File: config.mk
export PLATFORM = sky130hd
export DESIGN_NAME = q2e_cordic_cell
export DESIGN_NICKNAME = d
export VERILOG_FILES = /design/src/hdl/q2e_pkg.sv /design/src/hdl/q2e_cordic_cell.sv
export SDC_FILE = /design/constraint.sdc
export NUM_CORES = 1
export LEC_CHECK = 0
export ABC_AREA = 1
export BUFFER_PORTS_ARGS = -buffer_cell sky130_fd_sc_hd__buf_4
export CORE_ASPECT_RATIO = 1.2
export CORE_MARGIN = 10
export CORE_UTILIZATION = 24
export CTS_CLUSTER_SIZE = 12
export DETAILED_ROUTE_END_ITERATION = 7
export PLACE_DENSITY = 0.44
export SLEW_MARGIN = 0
export SYNTH_ARGS = -nofsm -noshare
export SYNTH_HDL_FRONTEND = slang
export SYNTH_SLANG_ARGS = --single-unit
File: constraint.sdc
create_clock -name clk_i -period 2.56 [get_ports clk_i]
set_input_delay 0.512 -clock clk_i [delete_from_list [all_inputs] [get_ports clk_i]]
set_output_delay 0.512 -clock clk_i [all_outputs]
set_load 0.03 [all_outputs]
File: src/hdl/q2e_pkg.sv
// Shared types, widths and constants for the quaternion to Euler angle converter.
package q2e_pkg;

  localparam int IN_W    = 16;
  localparam int ROLL_W  = 13;
  localparam int PITCH_W = 12;
  localparam int YAW_W   = 13;

  // term width: 2*(a*b + c*d) of Q2.14 inputs
  localparam int TW      = 34;
  // rotator datapath and angle widths
  localparam int CW      = 36;
  localparam int ZW      = 34;
  // root of a value up to 2^56
  localparam int SQ_BITS = 29;
  localparam int RW      = 58;

  localparam int ATAN_LEN = 24;

  localparam logic signed [ZW-1:0] HALF_TURN = 34'sd2147483648;
  localparam logic signed [TW-1:0] Q28_ONE   = 34'sd268435456;

  typedef struct packed {
    logic                 hold;
    logic signed [CW-1:0] x;
    logic signed [CW-1:0] y;
    logic signed [ZW-1:0] z;
  } cordic_t;

  typedef struct packed {
    logic [RW-1:0]      rem;
    logic [SQ_BITS-1:0] root;
  } sqrt_t;

  // atan(2^-i), 2^32 per turn
  function automatic logic [31:0] atan_lut(input int unsigned i);
    logic [31:0] a;
    case (i)
      0:       a = 32'd536870912;
      1:       a = 32'd316933406;
      2:       a = 32'd167458907;
      3:       a = 32'd85004756;
      4:       a = 32'd42667331;
      5:       a = 32'd21354465;
      6:       a = 32'd10679838;
      7:       a = 32'd5340245;
      8:       a = 32'd2670163;
      9:       a = 32'd1335087;
      10:      a = 32'd667544;
      11:      a = 32'd333772;
      12:      a = 32'd166886;
      13:      a = 32'd83443;
      14:      a = 32'd41722;
      15:      a = 32'd20861;
      16:      a = 32'd10430;
      17:      a = 32'd5215;
      18:      a = 32'd2608;
      19:      a = 32'd1304;
      20:      a = 32'd652;
      21:      a = 32'd326;
      22:      a = 32'd163;
      23:      a = 32'd81;
      default: a = 32'd0;
    endcase
    return a;
  endfunction

  // Load a vector into the rotator: a zero sine part settles the angle at once,
  // a negative cosine part is turned by half a turn first.
  function automatic cordic_t cordic_feed(input logic signed [CW-1:0] y,
                                          input logic signed [CW-1:0] x);
    cordic_t c;
    c.hold = 1'b0;
    c.x    = x;
    c.y    = y;
    c.z    = '0;
    if (y == '0) begin
      c.hold = 1'b1;
      c.z    = x[CW-1] ? HALF_TURN : '0;
    end else if (x[CW-1]) begin
      c.z = y[CW-1] ? -HALF_TURN : HALF_TURN;
      c.x = -x;
      c.y = -y;
    end
    return c;
  endfunction

endpackage

File: src/hdl/q2e_cordic_cell.sv
// One vectoring rotation step of the angle chain.
module q2e_cordic_cell #(
  parameter int STAGE = 0
) (
  input  logic              clk_i,
  input  logic              en_i,
  input  q2e_pkg::cordic_t  c_i,
  output q2e_pkg::cordic_t  c_o
);

  localparam logic signed [q2e_pkg::ZW-1:0] ATAN =
    q2e_pkg::ZW'(q2e_pkg::atan_lut(STAGE));

  q2e_pkg::cordic_t c_d, c_q;
  logic signed [q2e_pkg::CW-1:0] dx, dy;

  always_comb begin
    dx  = c_i.y >>> STAGE;
    dy  = c_i.x >>> STAGE;
    c_d = c_i;
    if (!c_i.hold) begin
      if (!c_i.y[q2e_pkg::CW-1] && (c_i.y != '0)) begin
        c_d.x = c_i.x + dx;
        c_d.y = c_i.y - dy;
        c_d.z = c_i.z + ATAN;
      end else begin
        c_d.x = c_i.x - dx;
        c_d.y = c_i.y + dy;
        c_d.z = c_i.z - ATAN;
      end
    end
  end

  always_ff @(posedge clk_i) begin
    if (en_i) begin
      c_q <= c_d;
    end
  end

  assign c_o = c_q;

endmodule

==> flow_metrics.py <==
metrics = {
    "status": {
        "status": "finished, final reports clean",
    },
    "sta": {
        "finalCritPeriodShare": 0.965,
        "maxSlewViolCount": 0,
        "final.setup.worst_slack_ps": 90.8,
        "hold_viol_final": 0,
        "setup_viol": 0,
        "timing.fmax_mhz": 405,
        "finalSetupTns_ps": 0,
        "rsz0062_at_grt": "yes",
        "fin_crit_ps": 2470,
        "slew_headroom": 0.628,
        "worst_pin_slew_ps": 557,
    },
    "final_layout": {
        "n_antenna_cell": 0,
        "syn_to_final_growth_pct": 51.1,
        "regArea_sq_mm": 0.00321,
        "nets": 2642,
        "fin_util": 0.368,
        "fillers": 5412,
        "final_cell_area_sq_mm": 0.0181,
        "largest_reg_flops": 107,
        "multiInputGateArea_sq_mm": 0.00779,
        "drive_gt1_frac": 0.328,
    },
    "route": {
        "wirelength_mm": 61.9,
        "via_per_inst": 4.64,
        "wl_per_cell_microns": 20.2,
        "ant_nets": 0,
        "dr.pass1.iters": 5,
        "drc": 0,
        "drtIter0Drc": 856,
        "num_vias": 14200,
    },
    "synth": {
        "async_flop_share": 0,
        "synth_top_area_frac": 0.268,
        "yosysWarnings": 0,
        "syn_inst": 1816,
        "synth_flop_cell": "edfxtp_1",
        "synth_area_leaders": "edfxtp_1 (27%), nand2_1 (17%), ha_1 (11%), inv_1 (7.2%), nand3_1 (6.3%)",
        "synth_area_sq_mm": 0.0120,
        "yosys.area.top_type": "edfxtp_1",
        "synth_most_common_cell": "nand2_1",
        "synth_seq_cells": 107,
        "synth_fp_nets": 2037,
        "syn_area_per_cell_sq_um": 6.61,
        "yosysSeqAreaShare": 0.268,
        "synth_common_cells": "nand2_1 (542), inv_1 (230), nor2_1 (155), nand3_1 (151), a21oi_1 (131)",
        "synth_edf_count": 107,
        "yosysUniqueCellTypes": 43,
    },
    "setup_path": {
        "cp_slowest_stage_delay_ps": 330,
        "cp_cell_sequence": "buf_4 > inv_1 > nand4_1 > nor3_1 > buf_4 > nand4_1 > nand2_4 > inv_4 > fa_2 > inv_2 > a31oi_2 > nand2_1 > nand3_2 > xnor2_2",
        "crit_path_start_kind": "input port",
        "cp_slowest_cell": "fa_2",
        "cp_max_fo": 4,
        "critPathKind": "in -> reg",
        "cp.arrival_ps": 2640,
        "worst-path-buf-inv": 5,
        "end_kind": "register",
        "cp_top_family": "simple AND/OR/NAND/NOR gates",
        "crit_required_ps": 2730,
    },
    "hold_path": {
        "min_from": "c_i[8]",
        "hp-class": "in -> reg",
        "min_to": "c_o[8]$_DFFE_PP_",
        "worstHoldPathCells": 1,
    },
    "cts": {
        "clkTransAtPathRegs_ps": 90,
        "cts_made_buffers": 9,
        "cts.sinks": 107,
        "cts_tree": "done",
        "cts_max_level": 3,
        "cts_root_buf": "clkbuf_16",
        "clk_path_buf_depth": 2,
    },
    "floorplan": {
        "row_count": 89,
        "core_area_sq_mm": 0.0493,
        "io_pins": 216,
        "fp.dieW_microns": 224,
        "dieArea_sq_mm": 0.0594,
        "die_y_microns": 265,
        "start_util": 0.243,
    },
    "global_route": {
        "grt_pass1_wl_mm": 89.3,
        "track_usage": 0.202,
        "grt_pass1_vias": 14500,
        "grt_overflow": 0,
        "antenna_found_initial": 0,
        "grt_max_degree": 63,
    },
    "placed_design": {
        "dpl-instance-area_sq_mm": 0.0175,
        "hpwl_mm": 53.2,
        "place_congestion": 0.930,
        "pre_cts_ws_ps": -531,
        "port_buffers": 215,
    },
    "power_and_ir_drop": {
        "power_density_mw_per_mm2": 436,
        "ir_drop_uv": 358,
        "p_leak_nw": 9.16,
        "total_power_mw": 7.91,
    },
    "flow_run": {
        "maxCapViolCount": 0,
    },
}
## stage by stage
stage               hold slack, ps  instances
floorplan                      611       1816
global placement               690       3043
detailed placement             692       3043
CTS                            245       3059
global route                   246       3063
finish                         268       3063
## what timing repair did
item | in CTS | in global routing
buffers inserted | 0 | 4
gates resized for setup | 6 | 87
pin swaps | 0 | 13
setup endpoints to repair | 11 | 43
hold buffers | 0 | 0
## area by class of cell
class                   instances  share of cell area
repair buffers                655               0.282
multi-input cells            1406               0.429
clock buffers                   9              0.0124
inverters                     242              0.0513
flip-flops and latches        107               0.177
clock inverters                 7             0.00393
well taps                     637              0.0439
## placed cells by master, fill, tap and decap left out, types with 4 or more instances in the layout
cell type	synthesis	layout
buf_4	19	635
nand2_1	542	532
inv_1	230	220
nor2_1	155	148
nand3_1	151	146
a21oi_1	131	125
edfxtp_1	107	107
o21ai_0	102	99
ha_1	108	93
xor2_1	39	38
nand2_2	15	21
o21ai_1	17	20
nand4_1	18	18
nor2_2	16	18
inv_2	12	15
nor3_1	17	14
a21oi_2	7	13
buf_12	0	13
a21o_1	12	12
o21bai_1	12	11
ha_2	0	10
o211ai_1	9	9
clkbuf_16	0	9
a31oi_1	9	8
a22oi_1	7	7
and2_1	7	7
nand3_2	2	7
nor2_4	1	6
nor3_2	2	5
ha_4	0	5
buf_6	6	5
inv_6	0	4
inv_4	0	4
nand2_4	0	4
o21a_1	4	4
xnor2_1	5	4
## per-layer routing
| layer | GRT usage | up-vias | wire (microns) |
|---|---|---|---|
| met4 | 0.118 | 0 | 3580 |
| met5 | 0 | - | 0 |
| met1 | 0.219 | 6608 | 24200 |
| li1 | - | 7118 | - |
| met2 | 0.368 | 383 | 31700 |
| met3 | 0.0282 | 101 | 2430 |
## worst max path at each step
stage	from	endpoint	slack (ps)	depth (start not counted)
finish	c_i[56]	c_o[33]$_DFFE_PP_	90	14
global route	c_i[42]	c_o[33]$_DFFE_PP_	-20	14
CTS	c_i[34]	c_o[100]$_DFFE_PP_	6	18
detailed placement	c_i[45]	c_o[95]$_DFFE_PP_	-530	12
global placement	c_i[45]	c_o[95]$_DFFE_PP_	-520	12
floorplan	c_i[46]	c_o[33]$_DFFE_PP_	20	14
## power breakdown
group	switching [mW]	leakage, nW	internal [mW]
logic	2.41	7.98	1.71
clock network	0.868	0.144	0.689
registers	0.0716	1.05	2.16
total	3.35	9.16	4.56
## cell families (layout without fill, tap and decap cells)
logic type	Yosys count	in the layout	share of synthesized area
fa+ha+maj	112	112	0.119
compound gates	316	316	0.145
xor+xnor	45	45	0.0335
simple gates	933	933	0.327
flops	107	107	0.268
buf+inv	303	913	0.107
Power figures use the tool's default switching activity.
