**src/hdl/q2e_pkg.sv**
```systemverilog
// Shared types, widths and constants for the quaternion to Euler angle converter.
package q2e_pkg;

  localparam int IN_W    = 16;
  localparam int ROLL_W  = 13;
  localparam int PITCH_W = 12;
  localparam int YAW_W   = 13;

  // term width: 2*(a*b + c*d) of Q2.14 inputs
  localparam int TW      = 34;
  // rotator datapath and angle widths
  localparam int CW      = 36;
  localparam int ZW      = 34;
  // root of a value up to 2^56
  localparam int SQ_BITS = 29;
  localparam int RW      = 58;

  localparam int ATAN_LEN = 24;

  localparam logic signed [ZW-1:0] HALF_TURN = 34'sd2147483648;
  localparam logic signed [TW-1:0] Q28_ONE   = 34'sd268435456;

  typedef struct packed {
    logic                 hold;
    logic signed [CW-1:0] x;
    logic signed [CW-1:0] y;
    logic signed [ZW-1:0] z;
  } cordic_t;

  typedef struct packed {
    logic [RW-1:0]      rem;
    logic [SQ_BITS-1:0] root;
  } sqrt_t;

  // atan(2^-i), 2^32 per turn
  function automatic logic [31:0] atan_lut(input int unsigned i);
    logic [31:0] a;
    case (i)
      0:       a = 32'd536870912;
      1:       a = 32'd316933406;
      2:       a = 32'd167458907;
      3:       a = 32'd85004756;
      4:       a = 32'd42667331;
      5:       a = 32'd21354465;
      6:       a = 32'd10679838;
      7:       a = 32'd5340245;
      8:       a = 32'd2670163;
      9:       a = 32'd1335087;
      10:      a = 32'd667544;
      11:      a = 32'd333772;
      12:      a = 32'd166886;
      13:      a = 32'd83443;
      14:      a = 32'd41722;
      15:      a = 32'd20861;
      16:      a = 32'd10430;
      17:      a = 32'd5215;
      18:      a = 32'd2608;
      19:      a = 32'd1304;
      20:      a = 32'd652;
      21:      a = 32'd326;
      22:      a = 32'd163;
      23:      a = 32'd81;
      default: a = 32'd0;
    endcase
    return a;
  endfunction

  // Load a vector into the rotator: a zero sine part settles the angle at once,
  // a negative cosine part is turned by half a turn first.
  function automatic cordic_t cordic_feed(input logic signed [CW-1:0] y,
                                          input logic signed [CW-1:0] x);
    cordic_t c;
    c.hold = 1'b0;
    c.x    = x;
    c.y    = y;
    c.z    = '0;
    if (y == '0) begin
      c.hold = 1'b1;
      c.z    = x[CW-1] ? HALF_TURN : '0;
    end else if (x[CW-1]) begin
      c.z = y[CW-1] ? -HALF_TURN : HALF_TURN;
      c.x = -x;
      c.y = -y;
    end
    return c;
  endfunction

endpackage

```
**src/hdl/q2e_sqrt_cell.sv**
```systemverilog
// One result bit of the pipelined integer square root.
module q2e_sqrt_cell #(
  parameter int BIT = 0
) (
  input  logic            clk_i,
  input  logic            en_i,
  input  q2e_pkg::sqrt_t  s_i,
  output q2e_pkg::sqrt_t  s_o
);

  q2e_pkg::sqrt_t s_d, s_q;
  logic [q2e_pkg::RW-1:0] trial;

  always_comb begin
    // (root + 2^b)^2 - root^2; root has no bits at or below b yet
    trial = ({{(q2e_pkg::RW-q2e_pkg::SQ_BITS){1'b0}}, s_i.root} << (BIT + 1))
          | (q2e_pkg::RW'(1) << (2 * BIT));
    s_d = s_i;
    if (s_i.rem >= trial) begin
      s_d.rem  = s_i.rem - trial;
      s_d.root = s_i.root | (q2e_pkg::SQ_BITS'(1) << BIT);
    end
  end

  always_ff @(posedge clk_i) begin
    if (en_i) begin
      s_q <= s_d;
    end
  end

  assign s_o = s_q;

endmodule

```
**config.mk**
```make
export PLATFORM = sky130hd
export DESIGN_NAME = q2e_sqrt_cell
export DESIGN_NICKNAME = d
export VERILOG_FILES = /design/src/hdl/q2e_pkg.sv /design/src/hdl/q2e_sqrt_cell.sv
export SDC_FILE = /design/constraint.sdc
export NUM_CORES = 1
export LEC_CHECK = 0
export BUFFER_PORTS_ARGS = -buffer_cell sky130_fd_sc_hd__buf_2
export CORE_MARGIN = 2
export CORE_UTILIZATION = 35
export CTS_BUF_LIST = sky130_fd_sc_hd__clkbuf_4 sky130_fd_sc_hd__clkbuf_8 sky130_fd_sc_hd__clkbuf_16
export CTS_CLUSTER_DIAMETER = 30
export DETAILED_ROUTE_END_ITERATION = 12
export GPL_ROUTABILITY_DRIVEN = 1
export SYNTH_ARGS = -nofsm -noshare
export SYNTH_HDL_FRONTEND = slang
export SYNTH_SLANG_ARGS = --single-unit
```
**constraint.sdc**
```tcl
create_clock -name clk_i -period 9.07 [get_ports clk_i]
set_clock_uncertainty 0.2 [all_clocks]
set_input_delay 0.4535 -clock clk_i [delete_from_list [all_inputs] [get_ports clk_i]]
set_output_delay 0.4535 -clock clk_i [all_outputs]
set_load 0.02 [all_outputs]
```
==> results.ini, run 1 <==
[synth]
synth_top_family_by_area=simple AND/OR/NAND/NOR gates
synth_simple_gate_area_share=0.165
yosysWarnings=0
synth_xor_area_frac=0.0868
ys_ff_latch=87
syn_nets=640
avgSynthCellArea_um2=10.3
ys_seq_area_frac=0.489
synth-compound-area-share=0.147
synthAdderAreaFrac=0.0740
synthFlopType=edfxtp_1
yosys-top-cells-count=edfxtp_1 (87), nand2_1 (65), o21ai_0 (44)
synth.area.mux_share=0
yosysMostFrequentCell=edfxtp_1
synth.area.top_cells=edfxtp_1 (49%), ha_1 (7.0%), xnor2_1 (4.8%), nand2_1 (4.6%), o21ai_0 (4.1%)
synthDistinctLibCells=57
synth.cell_area_um2=5350
async_reset_ff_frac=0
syn_inst=520
synthDominantCellAreaShare=0.489
netlist.top_cell.by_area=edfxtp_1
synth_edf_count=87

[power]
ir_worst_vdd_mv=0.0989
power.leakage_nw=2.87
p_per_area_nw_per_um2=174

[finish]
antenna_cells=0
largest_reg_flops=87
fin_nets=814
area_growth_pct=25.2
drive_above_1_share=0.294

[worst_setup_path]
max_stage_delay_ns=0.58
worstPathCellList=buf_2 > inv_1 > ha_1 > nand2_1 > or4_1 > nor4_1 > a31oi_1 > a211oi_2 > nor3b_2 > nand3_1 > xnor2_1
endpoint_kind=register
crit_arrival_ns=3.55
slowest_stage=or4_1
crit_path_max_fanout=8
startpoint_type=primary input
required_ns=8.97
crit_type=in -> reg

[sta]
hold_viol=0
fmax_mhz=274
fin_ws_ns=5.42
setup_viol=0
relSlewSlack=0.250
final.setup.tns_ns=0
min_period_ns=3.65
worst_slew_pin_slew_ns=1.13
rsz0062_at_grt=false
final.period_utilization=0.402
drv_slew=0

[route]
post-route-drc-count=0
detail_route.iter0.violations=251
wl_per_cell_um=15.7
viasPerCell=5.13
first_pass_iters=5
ant_nets=0
routed_wl_um=14000
dr_total_vias=4549

[die]
dieArea_um2=16300
die_w_um=128
io_pins=176
start_util=0.354
rows=45
core_um2=15100
die_y_um=128

[run]
drv_cap=0

[outcome]
status=finished clean

[clocking]
cts_made_buffers=9
cts_tree=built
h-tree-depth=3
post_cts_resized=0
clock_sinks=87
cts_max_path_buffers=2
cts_root_buf=clkbuf_16
clkTransAtPathRegs_ns=0.06
cts_setup_buffers=0
holdBufCountCts=0

[place]
dp_hpwl_um=10800
place_congestion=0.832
place_worst_setup_slack_ns=5.08
io_buffer_count=175

[global_route]
grt_pass1_wl_um=21900
antenna_found_initial=1
grt_overflow=0
gr-usage-all-layers=0.172
grt_max_degree=88
grt_pass1_vias=4510

[min_path]
hp-class=in -> reg

-- stage by stage --
stage / hold slack (ns) / total power, mW / instance area (um^2) / util / cells
floorplan: 0.352 / 0.701 / 5350 / - / 520
global placement: 0.446 / 0.808 / 6410 / 0.425 / 871
detailed placement: 0.447 / 0.811 / 6410 / 0.425 / 871
CTS: 0.0782 / 1.18 / 6690 / 0.444 / 886
global route: 0.0873 / 1.22 / 6690 / 0.444 / 886
finish: 0.0954 / 1.17 / 6690 / 0.444 / 886
-- worst max-delay path: cells and delay by family --
kind | cells | cell delay, ns
xor+xnor | 1 | 0.16
simple gates | 5 | 1.85
buf+inv | 2 | 0.12
compound gates | 2 | 0.54
fa+ha+maj | 1 | 0.43
-- power by group --
group	internal, mW	switching [mW]
Combinational	0.106	0.187
Sequential	0.498	0.0117
Clock	0.213	0.150
Total	0.817	0.349
-- logic make-up (layout without fill, tap and decap cells) --
| family | after synthesis | in the layout |
|---|---|---|
| fa+ha+maj | 31 | 31 |
| flops | 87 | 87 |
| xor+xnor | 53 | 53 |
| buf+inv | 53 | 231 |
| compound gates | 123 | 123 |
| simple gates | 173 | 173 |
-- metal layers --
| layer | wire length [um] | vias to the layer above | GRT usage |
|---|---|---|---|
| met4 | 242 | 2 | 0.0614 |
| met1 | 5990 | 2112 | 0.210 |
| li1 | - | 2242 | - |
| met5 | 13 | - | 0 |
| met2 | 6640 | 170 | 0.291 |
| met3 | 1070 | 23 | 0.0456 |
-- cell type report --
cell class	count	area, um^2
tap	188	235
clock inverter	5	50.0
fill	1454	8400
inverter	40	150
sequential	87	2610
clock buffer	10	233
timing repair buffer	176	886
multi-input combinational	380	2530
-- final timing paths --
kind    start  endpoint  slack, ns  cells after the start
max   s_i[12]   s_o[69]       5.42                     11
min    s_i[8]    s_o[8]        0.1                      1
-- layout by cell type (no fill, tap or decap), types with 4 or more instances in the layout --
cell type,instances
buf_2,174
edfxtp_1,87
nand2_1,65
o21ai_0,44
inv_1,40
nor2_1,33
ha_1,30
xnor2_1,29
a21oi_1,28
xor2_1,24
nand3_1,21
a21o_1,12
nor3_1,10
clkbuf_16,9
nor2b_1,6
nand4_1,5
o21bai_1,5
a31oi_1,4
or3_1,4
and3_1,4
a211oi_1,4
Note: power is estimated with default switching activity, not from simulation.
==> run 2: changes to the inputs <==
- ABC_AREA: not set -> 1
- clock period: 9.07 -> 3.2 ns (I/O delays scaled with it)
==> run 2 against run 1 <==
Largest power group unchanged. The flow now finishes with violations (negative hold slack). Wire length grew 72%. Largest cell class is now multi-input combinational cells. Clock power grew to 2.9 times the previous value. Count of clock-buffer cells in the layout is the same. Sequential power grew to 2.8 times the previous value. Non-clock buffer count grew 62. Die area grew 35%.
==> results.ini, run 2 <==
[worst_setup_path]
crit_arrival_ns=2.78  ; was 3.55 ns
cp_num_buf_inv=4  ; was 2
crit_type=in -> reg  ; unchanged
worstSetupStartpoint=s_i[36]  ; was s_i[12]
crit_cells=15  ; was 11
cp_common_cell=nand2_1
slowest_stage=dlygate4sd3_1  ; was or4_1
startpoint_type=primary input  ; unchanged
endpoint_kind=register  ; unchanged
cp_top_family=simple AND/OR/NAND/NOR gates  ; unchanged
worstPathCellList=dlygate4sd3_1 > buf_2 > ha_1 > nand2_1 > nor2_2 > nand3b_1 > nand3_2 > nand2_1 > nand3_2 > nand2_2 > nand2_4 > inv_2 > buf_4 > nand2_4 > nand2_1  ; was buf_2 > inv_1 > ha_1 > nand2_1 > or4_1 > nor4_1 > a31oi_1 > a211oi_2 > nor3b_2 > nand3_1 > xnor2_1
required_ns=3.11  ; was 8.97 ns
max_stage_delay_ns=0.54  ; was 0.58 ns
crit_path_max_fanout=13  ; was 8

[clocking]
holdBufCountCts=60  ; was 0
cts_setup_buffers=0  ; unchanged
cts_made_buffers=9  ; unchanged
clkTransAtPathRegs_ns=0.07  ; was 0.06 ns
clock_sinks=87  ; unchanged
cts_max_path_buffers=2  ; unchanged
cts_root_buf=clkbuf_16  ; unchanged
cts_tree=built  ; unchanged
h-tree-depth=3  ; unchanged
post_cts_resized=0  ; unchanged

[power]
p_int_mw=2.40  ; was 0.817 mW
p_seq_frac=0.398  ; was 0.437
swShare=0.337  ; was 0.299
pwr-share-clk=0.296  ; was 0.311
power.switching_mw=1.22  ; was 0.349 mW
power.leakage_nw=4.87  ; was 2.87 nW
p_per_area_nw_per_um2=387  ; was 174 nW/um^2
ir_worst_vdd_mv=0.255  ; was 0.0989 mV
pwr-share-comb=0.306  ; was 0.251

[die]
die_y_um=148  ; was 128 um
die_w_um=148  ; was 128 um
rows=52  ; was 45
dieArea_um2=21900  ; was 16300 um^2
io_pins=176  ; unchanged
start_util=0.358  ; was 0.354
core_um2=20300  ; was 15100 um^2

[sta]
relSlewSlack=0.253  ; was 0.250
drv_slew=0  ; unchanged
min_period_ns=2.87
fmax_mhz=348
fin_ws_ns=0.331  ; was 5.42 ns
rsz0062_at_grt=false  ; unchanged
final.setup.tns_ns=0  ; unchanged
hold_viol=1  ; was 0
final.period_utilization=0.897
holdWs_ns=-0.00254  ; was 0.0954 ns
worst_slew_pin_slew_ns=1.12  ; was 1.13 ns
setup_viol=0  ; unchanged

[global_route]
antenna_found_initial=0  ; was 1
grt_pass1_wl_um=37200  ; was 21900 um
grt_overflow=0  ; unchanged
grt_max_degree=88  ; unchanged
grt_pass1_vias=6929  ; was 4510
gr-usage-all-layers=0.222  ; was 0.172

[run]
drv_cap=0  ; unchanged

[finish]
final_cells=1566  ; was 886
area_growth_pct=28.4  ; was 25.2%
final_common_cell=nand2_1  ; was buf_2
drive_above_1_share=0.213  ; was 0.294
antenna_cells=0  ; unchanged
design_area_um2=9340  ; was 6690 um^2
final_cell_mix=nand2_1 (394), inv_1 (183), buf_2 (174), nor2_1 (87), edfxtp_1 (87)  ; was buf_2 (174), edfxtp_1 (87), nand2_1 (65), o21ai_0 (44), inv_1 (40)
fin_nets=1411  ; was 814
largest_reg_flops=87  ; unchanged

[min_path]
hp-class=in -> reg  ; unchanged
hold-path-endpoint=s_o[81]  ; was s_o[8]
worstHoldStart=s_i[81]  ; was s_i[8]
min_path_cells=3  ; was 1

[place]
place_congestion=0.907  ; was 0.832
place_worst_setup_slack_ns=0.520  ; was 5.08 ns
dp_hpwl_um=19400  ; was 10800 um
io_buffer_count=175  ; unchanged
placed_cell_area_um2=8440  ; was 6410 um^2
placed_cells=1490  ; was 871

[outcome]
violations=negative hold slack
status=finished, violations left  ; was finished clean

[synth]
netlist.top_cell.by_area=edfxtp_1  ; unchanged
synth_edf_count=87  ; unchanged
synthDominantCellAreaShare=0.359  ; was 0.489
synthFlopType=edfxtp_1  ; unchanged
avgSynthCellArea_um2=6.91  ; was 10.3 um^2
syn_nets=1172  ; was 640
ys_ff_latch=87  ; unchanged
synthDistinctLibCells=37  ; was 57
synth.cell_area_um2=7270  ; was 5350 um^2
yosys-top-cells-count=nand2_1 (394), inv_1 (183), edfxtp_1 (87), nor2_1 (87), nand3_1 (60)  ; was edfxtp_1 (87), nand2_1 (65), o21ai_0 (44)
synth.area.top_cells=edfxtp_1 (36%), nand2_1 (20%), inv_1 (9.4%), ha_1 (5.2%), nor2_1 (4.5%)  ; was edfxtp_1 (49%), ha_1 (7.0%), xnor2_1 (4.8%), nand2_1 (4.6%), o21ai_0 (4.1%)
ys_seq_area_frac=0.359  ; was 0.489
async_reset_ff_frac=0  ; unchanged
syn_inst=1052  ; was 520
yosysWarnings=0  ; unchanged
yosysMostFrequentCell=nand2_1  ; was edfxtp_1

[route]
detail_route.iter0.violations=412  ; was 251
ant_nets=0  ; unchanged
dr_total_vias=7118  ; was 4549
routed_wl_um=24000  ; was 14000 um
wl_per_cell_um=15.3  ; was 15.7 um
viasPerCell=4.55  ; was 5.13
first_pass_iters=4  ; was 5
post-route-drc-count=0  ; unchanged

## run 2: cell count changes after synthesis, sizes merged, moves of 12 or more
cell	before	now
nor2	33	110
inv	40	196
xnor2	29	1
o21ai	45	11
nand3	21	62
a21o	12	0
nand2	65	422
a21oi	28	43
## run 2: how the worst max path moves through the flow
stage,end
floorplan,s_o[33]
global placement,s_o[49]
detailed placement,s_o[41]
CTS,s_o[48]
global route,s_o[49]
finish,s_o[48]
## run 2: metrics by stage
| step | power, mW | util |
|---|---|---|
| finish | 3.62 | 0.460 |
| global route | 3.80 | 0.460 |
| CTS | 3.65 | 0.460 |
| detailed placement | 2.51 | 0.416 |
| global placement | 2.51 | 0.416 |
| floorplan | 2.12 | - |
## run 2: logic make-up (layout without fill, tap and decap cells)
kind of cell    count (synthesis)  in the layout  synth area share
simple gates                  642            642             0.392
buf+inv                       207            451             0.114
flops                          87             87             0.359
compound gates                 58             58            0.0470
fa+ha+maj                      31             31            0.0544
xor+xnor                       27             27            0.0325
## run 2: routing by layer
layer  global-route usage  up-vias  share of wire
met5                    0        -              0
met4               0.0705        0          0.023
met3               0.0347       32          0.050
met2                0.347      186           0.44
met1                0.315     3161           0.49
li1                     -     3739              -
## run 2: power groups by stage
stage	sequential, mW	combinational, mW	clock [mW]
after CTS	1.44	1.11	1.09
after global placement	1.46	1.04	0
after floorplan	1.63	0.486	0
final	1.44	1.11	1.07
after detailed placement	1.46	1.05	0
after global routing	1.45	1.22	1.13
## run 2: area by class of cell
type                            count  area (um^2)
Clock buffer                       10          233
Clock inverter                      6         61.3
Fill cell                        2160        11000
Inverter                          197          739
Multi-Input combinational cell    758         3830
Sequential cell                    87         2610
Tap cell                          270          338
Timing Repair Buffer              238         1530
==> run 3: changes to the inputs <==
- REMOVE_ABC_BUFFERS: not set -> 1
==> run 3 against run 2 <==
Wire length grew 0.91%. Design area grew 0.20%. Clock power shrank 7%. Global-route usage grew 0.18 points. Core utilization grew 0.092 points. First-iteration DRC count grew 18%. Power shrank 1.5%. The run now ends clean. Largest power group unchanged. Critical endpoint is now s_o[30]. Flip-flop and latch count is the same. Critical path type unchanged.
==> results.ini, run 3 (synthesis gave the netlist of run 2 again) <==
[clocking]
clkTransAtPathRegs_ns=0.07  ; about the same
cts_setup_buffers=0  ; unchanged
cts_made_buffers=9  ; unchanged
clock_sinks=87  ; unchanged
h-tree-depth=3  ; unchanged
cts_root_buf=clkbuf_16  ; unchanged
cts_tree=built  ; unchanged
cts_max_path_buffers=2  ; unchanged

[sta]
drv_slew=0  ; unchanged
min_period_ns=2.97  ; was 2.87 ns
setup_viol=0  ; unchanged
relSlewSlack=0.250  ; was 0.253
rsz0062_at_grt=false  ; unchanged
final.period_utilization=0.927  ; was 0.897
hold_viol=0  ; was 1
worst_slew_pin_slew_ns=1.12  ; about the same
final.setup.tns_ns=0  ; unchanged
fmax_mhz=337  ; was 348 MHz

[worst_setup_path]
worstPathCellList=dlygate4sd3_1 > buf_2 > ha_1 > nand2_2 > nor2_2 > nand2_1 > nor2_1 > nand2_1 > nand3_2 > nand2_2 > nand2_4 > buf_4 > o21ai_0  ; was dlygate4sd3_1 > buf_2 > ha_1 > nand2_1 > nor2_2 > nand3b_1 > nand3_2 > nand2_1 > nand3_2 > nand2_2 > nand2_4 > inv_2 > buf_4 > nand2_4 > nand2_1
slowest_stage=dlygate4sd3_1  ; unchanged
max_stage_delay_ns=0.54  ; about the same
crit_path_max_fanout=40  ; was 13
endpoint_kind=register  ; unchanged
crit_arrival_ns=2.85  ; was 2.78 ns
crit_type=in -> reg  ; unchanged
startpoint_type=primary input  ; unchanged
required_ns=3.08  ; was 3.11 ns

[finish]
final_cell_mix=nand2_1 (394), inv_1 (183), buf_2 (174), nor2_1 (87), edfxtp_1 (87)  ; unchanged
fill_cells=2122  ; was 2160
largest_reg_flops=87  ; unchanged
area_growth_pct=28.7  ; was 28.4%
antenna_cells=0  ; unchanged
drive_above_1_share=0.213  ; about the same
final_common_cell=nand2_1  ; unchanged
fin_nets=1417  ; was 1411

[power]
power.leakage_nw=4.87  ; about the same
p_per_area_nw_per_um2=381  ; was 387 nW/um^2
fin_total_pwr_mw=3.56  ; was 3.62 mW
ir_worst_vdd_mv=0.249  ; was 0.255 mV

[run]
drv_cap=0  ; unchanged

[place]
io_buffer_count=175  ; unchanged
dp_hpwl_um=19600  ; was 19400 um
place_congestion=0.934  ; was 0.907

[global_route]
grt_overflow=0  ; unchanged
grt_max_degree=88  ; unchanged
grt_pass1_wl_um=37500  ; was 37200 um
grt_pass1_vias=7074  ; was 6929
antenna_found_initial=0  ; unchanged
gr-usage-all-layers=0.223  ; was 0.222

[die]
die_y_um=148  ; unchanged
io_pins=176  ; unchanged
start_util=0.358  ; unchanged
core_um2=20300  ; unchanged
rows=52  ; unchanged
die_w_um=148  ; unchanged
dieArea_um2=21900  ; unchanged

[min_path]
min_path_cells=3  ; unchanged
hold-path-endpoint=s_o[81]  ; unchanged
worstHoldStart=s_i[81]  ; unchanged
hp-class=in -> reg  ; unchanged

[route]
first_pass_iters=5  ; was 4
post-route-drc-count=0  ; unchanged
met2_length_um=10900  ; was 10500 um
m1WireLength_um=11700  ; was 11800 um
viasPerCell=4.57  ; was 4.55
detail_route.iter0.violations=487  ; was 412
top_layer_used=met4  ; unchanged
wl_per_cell_um=15.4  ; was 15.3 um
dr_total_vias=7187  ; was 7118
dr_wl_met3_um=1280  ; was 1190 um
ant_nets=0  ; unchanged
routed_wl_um=24200  ; was 24000 um

[outcome]
status=finished clean  ; was finished, violations left

run 3: cell count changes in the layout (fill, tap and decap cells not counted), sizes merged:
| cell | delta |
|---|---|
| buf | +2 |
| clkinvlp | +1 |
| bufinv | -1 |
| dlygate4sd3 | +4 |
run 3: worst max-delay path: cells and delay by family:
family                   cells  cell delay, ns
buffers and inverters        3            1.10
adder cells (fa/ha/maj)      1            0.43
AO/OA/AOI/OAI                1            0.17
AND/OR/NAND/NOR              8            0.99
run 3: per-stage QoR:
stage                util  setup WS [ns]  instances  hold slack, ns  cell area, um^2
floorplan               -          0.324       1042          0.0589             7180
global placement    0.416          0.433       1492           0.152             8440
detailed placement  0.416          0.425       1492           0.153             8440
CTS                 0.461          0.253       1572         0.00672             9360
global route        0.461         0.0444       1572         0.00449             9360
finish              0.461          0.232       1572         0.00612             9360
run 3: repair_timing:
item                                   CTS  global route
resized for setup                        0             0
endpoints found under the hold margin   64             0
hold buffers                            64             0
run 3: worst max path at each step:
| stage | slack, ns | from | cells after the start | to |
|---|---|---|---|---|
| detailed placement | 0.42 | s_i[23] | 13 | s_o[30] |
| CTS | 0.25 | s_i[53] | 13 | s_o[30] |
| finish | 0.23 | s_i[53] | 13 | s_o[30] |
| global placement | 0.43 | s_i[23] | 13 | s_o[30] |
| global route | 0.04 | s_i[23] | 14 | s_o[30] |
| floorplan | 0.32 | s_i[15] | 12 | s_o[0] |
run 3: area by class of cell:
cell class | instances | area (um^2) | area share
Clock buffer | 10 | 233 | 0.0249
Clock inverter | 6 | 37.5 | 0.00401
Inverter | 197 | 739 | 0.0790
Multi-Input combinational cell | 758 | 3830 | 0.409
Sequential cell | 87 | 2610 | 0.279
Tap cell | 270 | 338 | 0.0361
Timing Repair Buffer | 244 | 1570 | 0.168
run 3: layer usage:
layer,track usage,vias up
met5,0,-
met2,0.362,204
li1,-,3756
met3,0.0319,24
met4,0.0571,0
met1,0.315,3203
run 3: power breakdown:
group          total (mW)  internal, mW  switching (mW)
logic                1.12         0.382           0.739
clock network        1.00         0.531           0.471
registers            1.44          1.41          0.0284
total                3.56          2.32            1.24
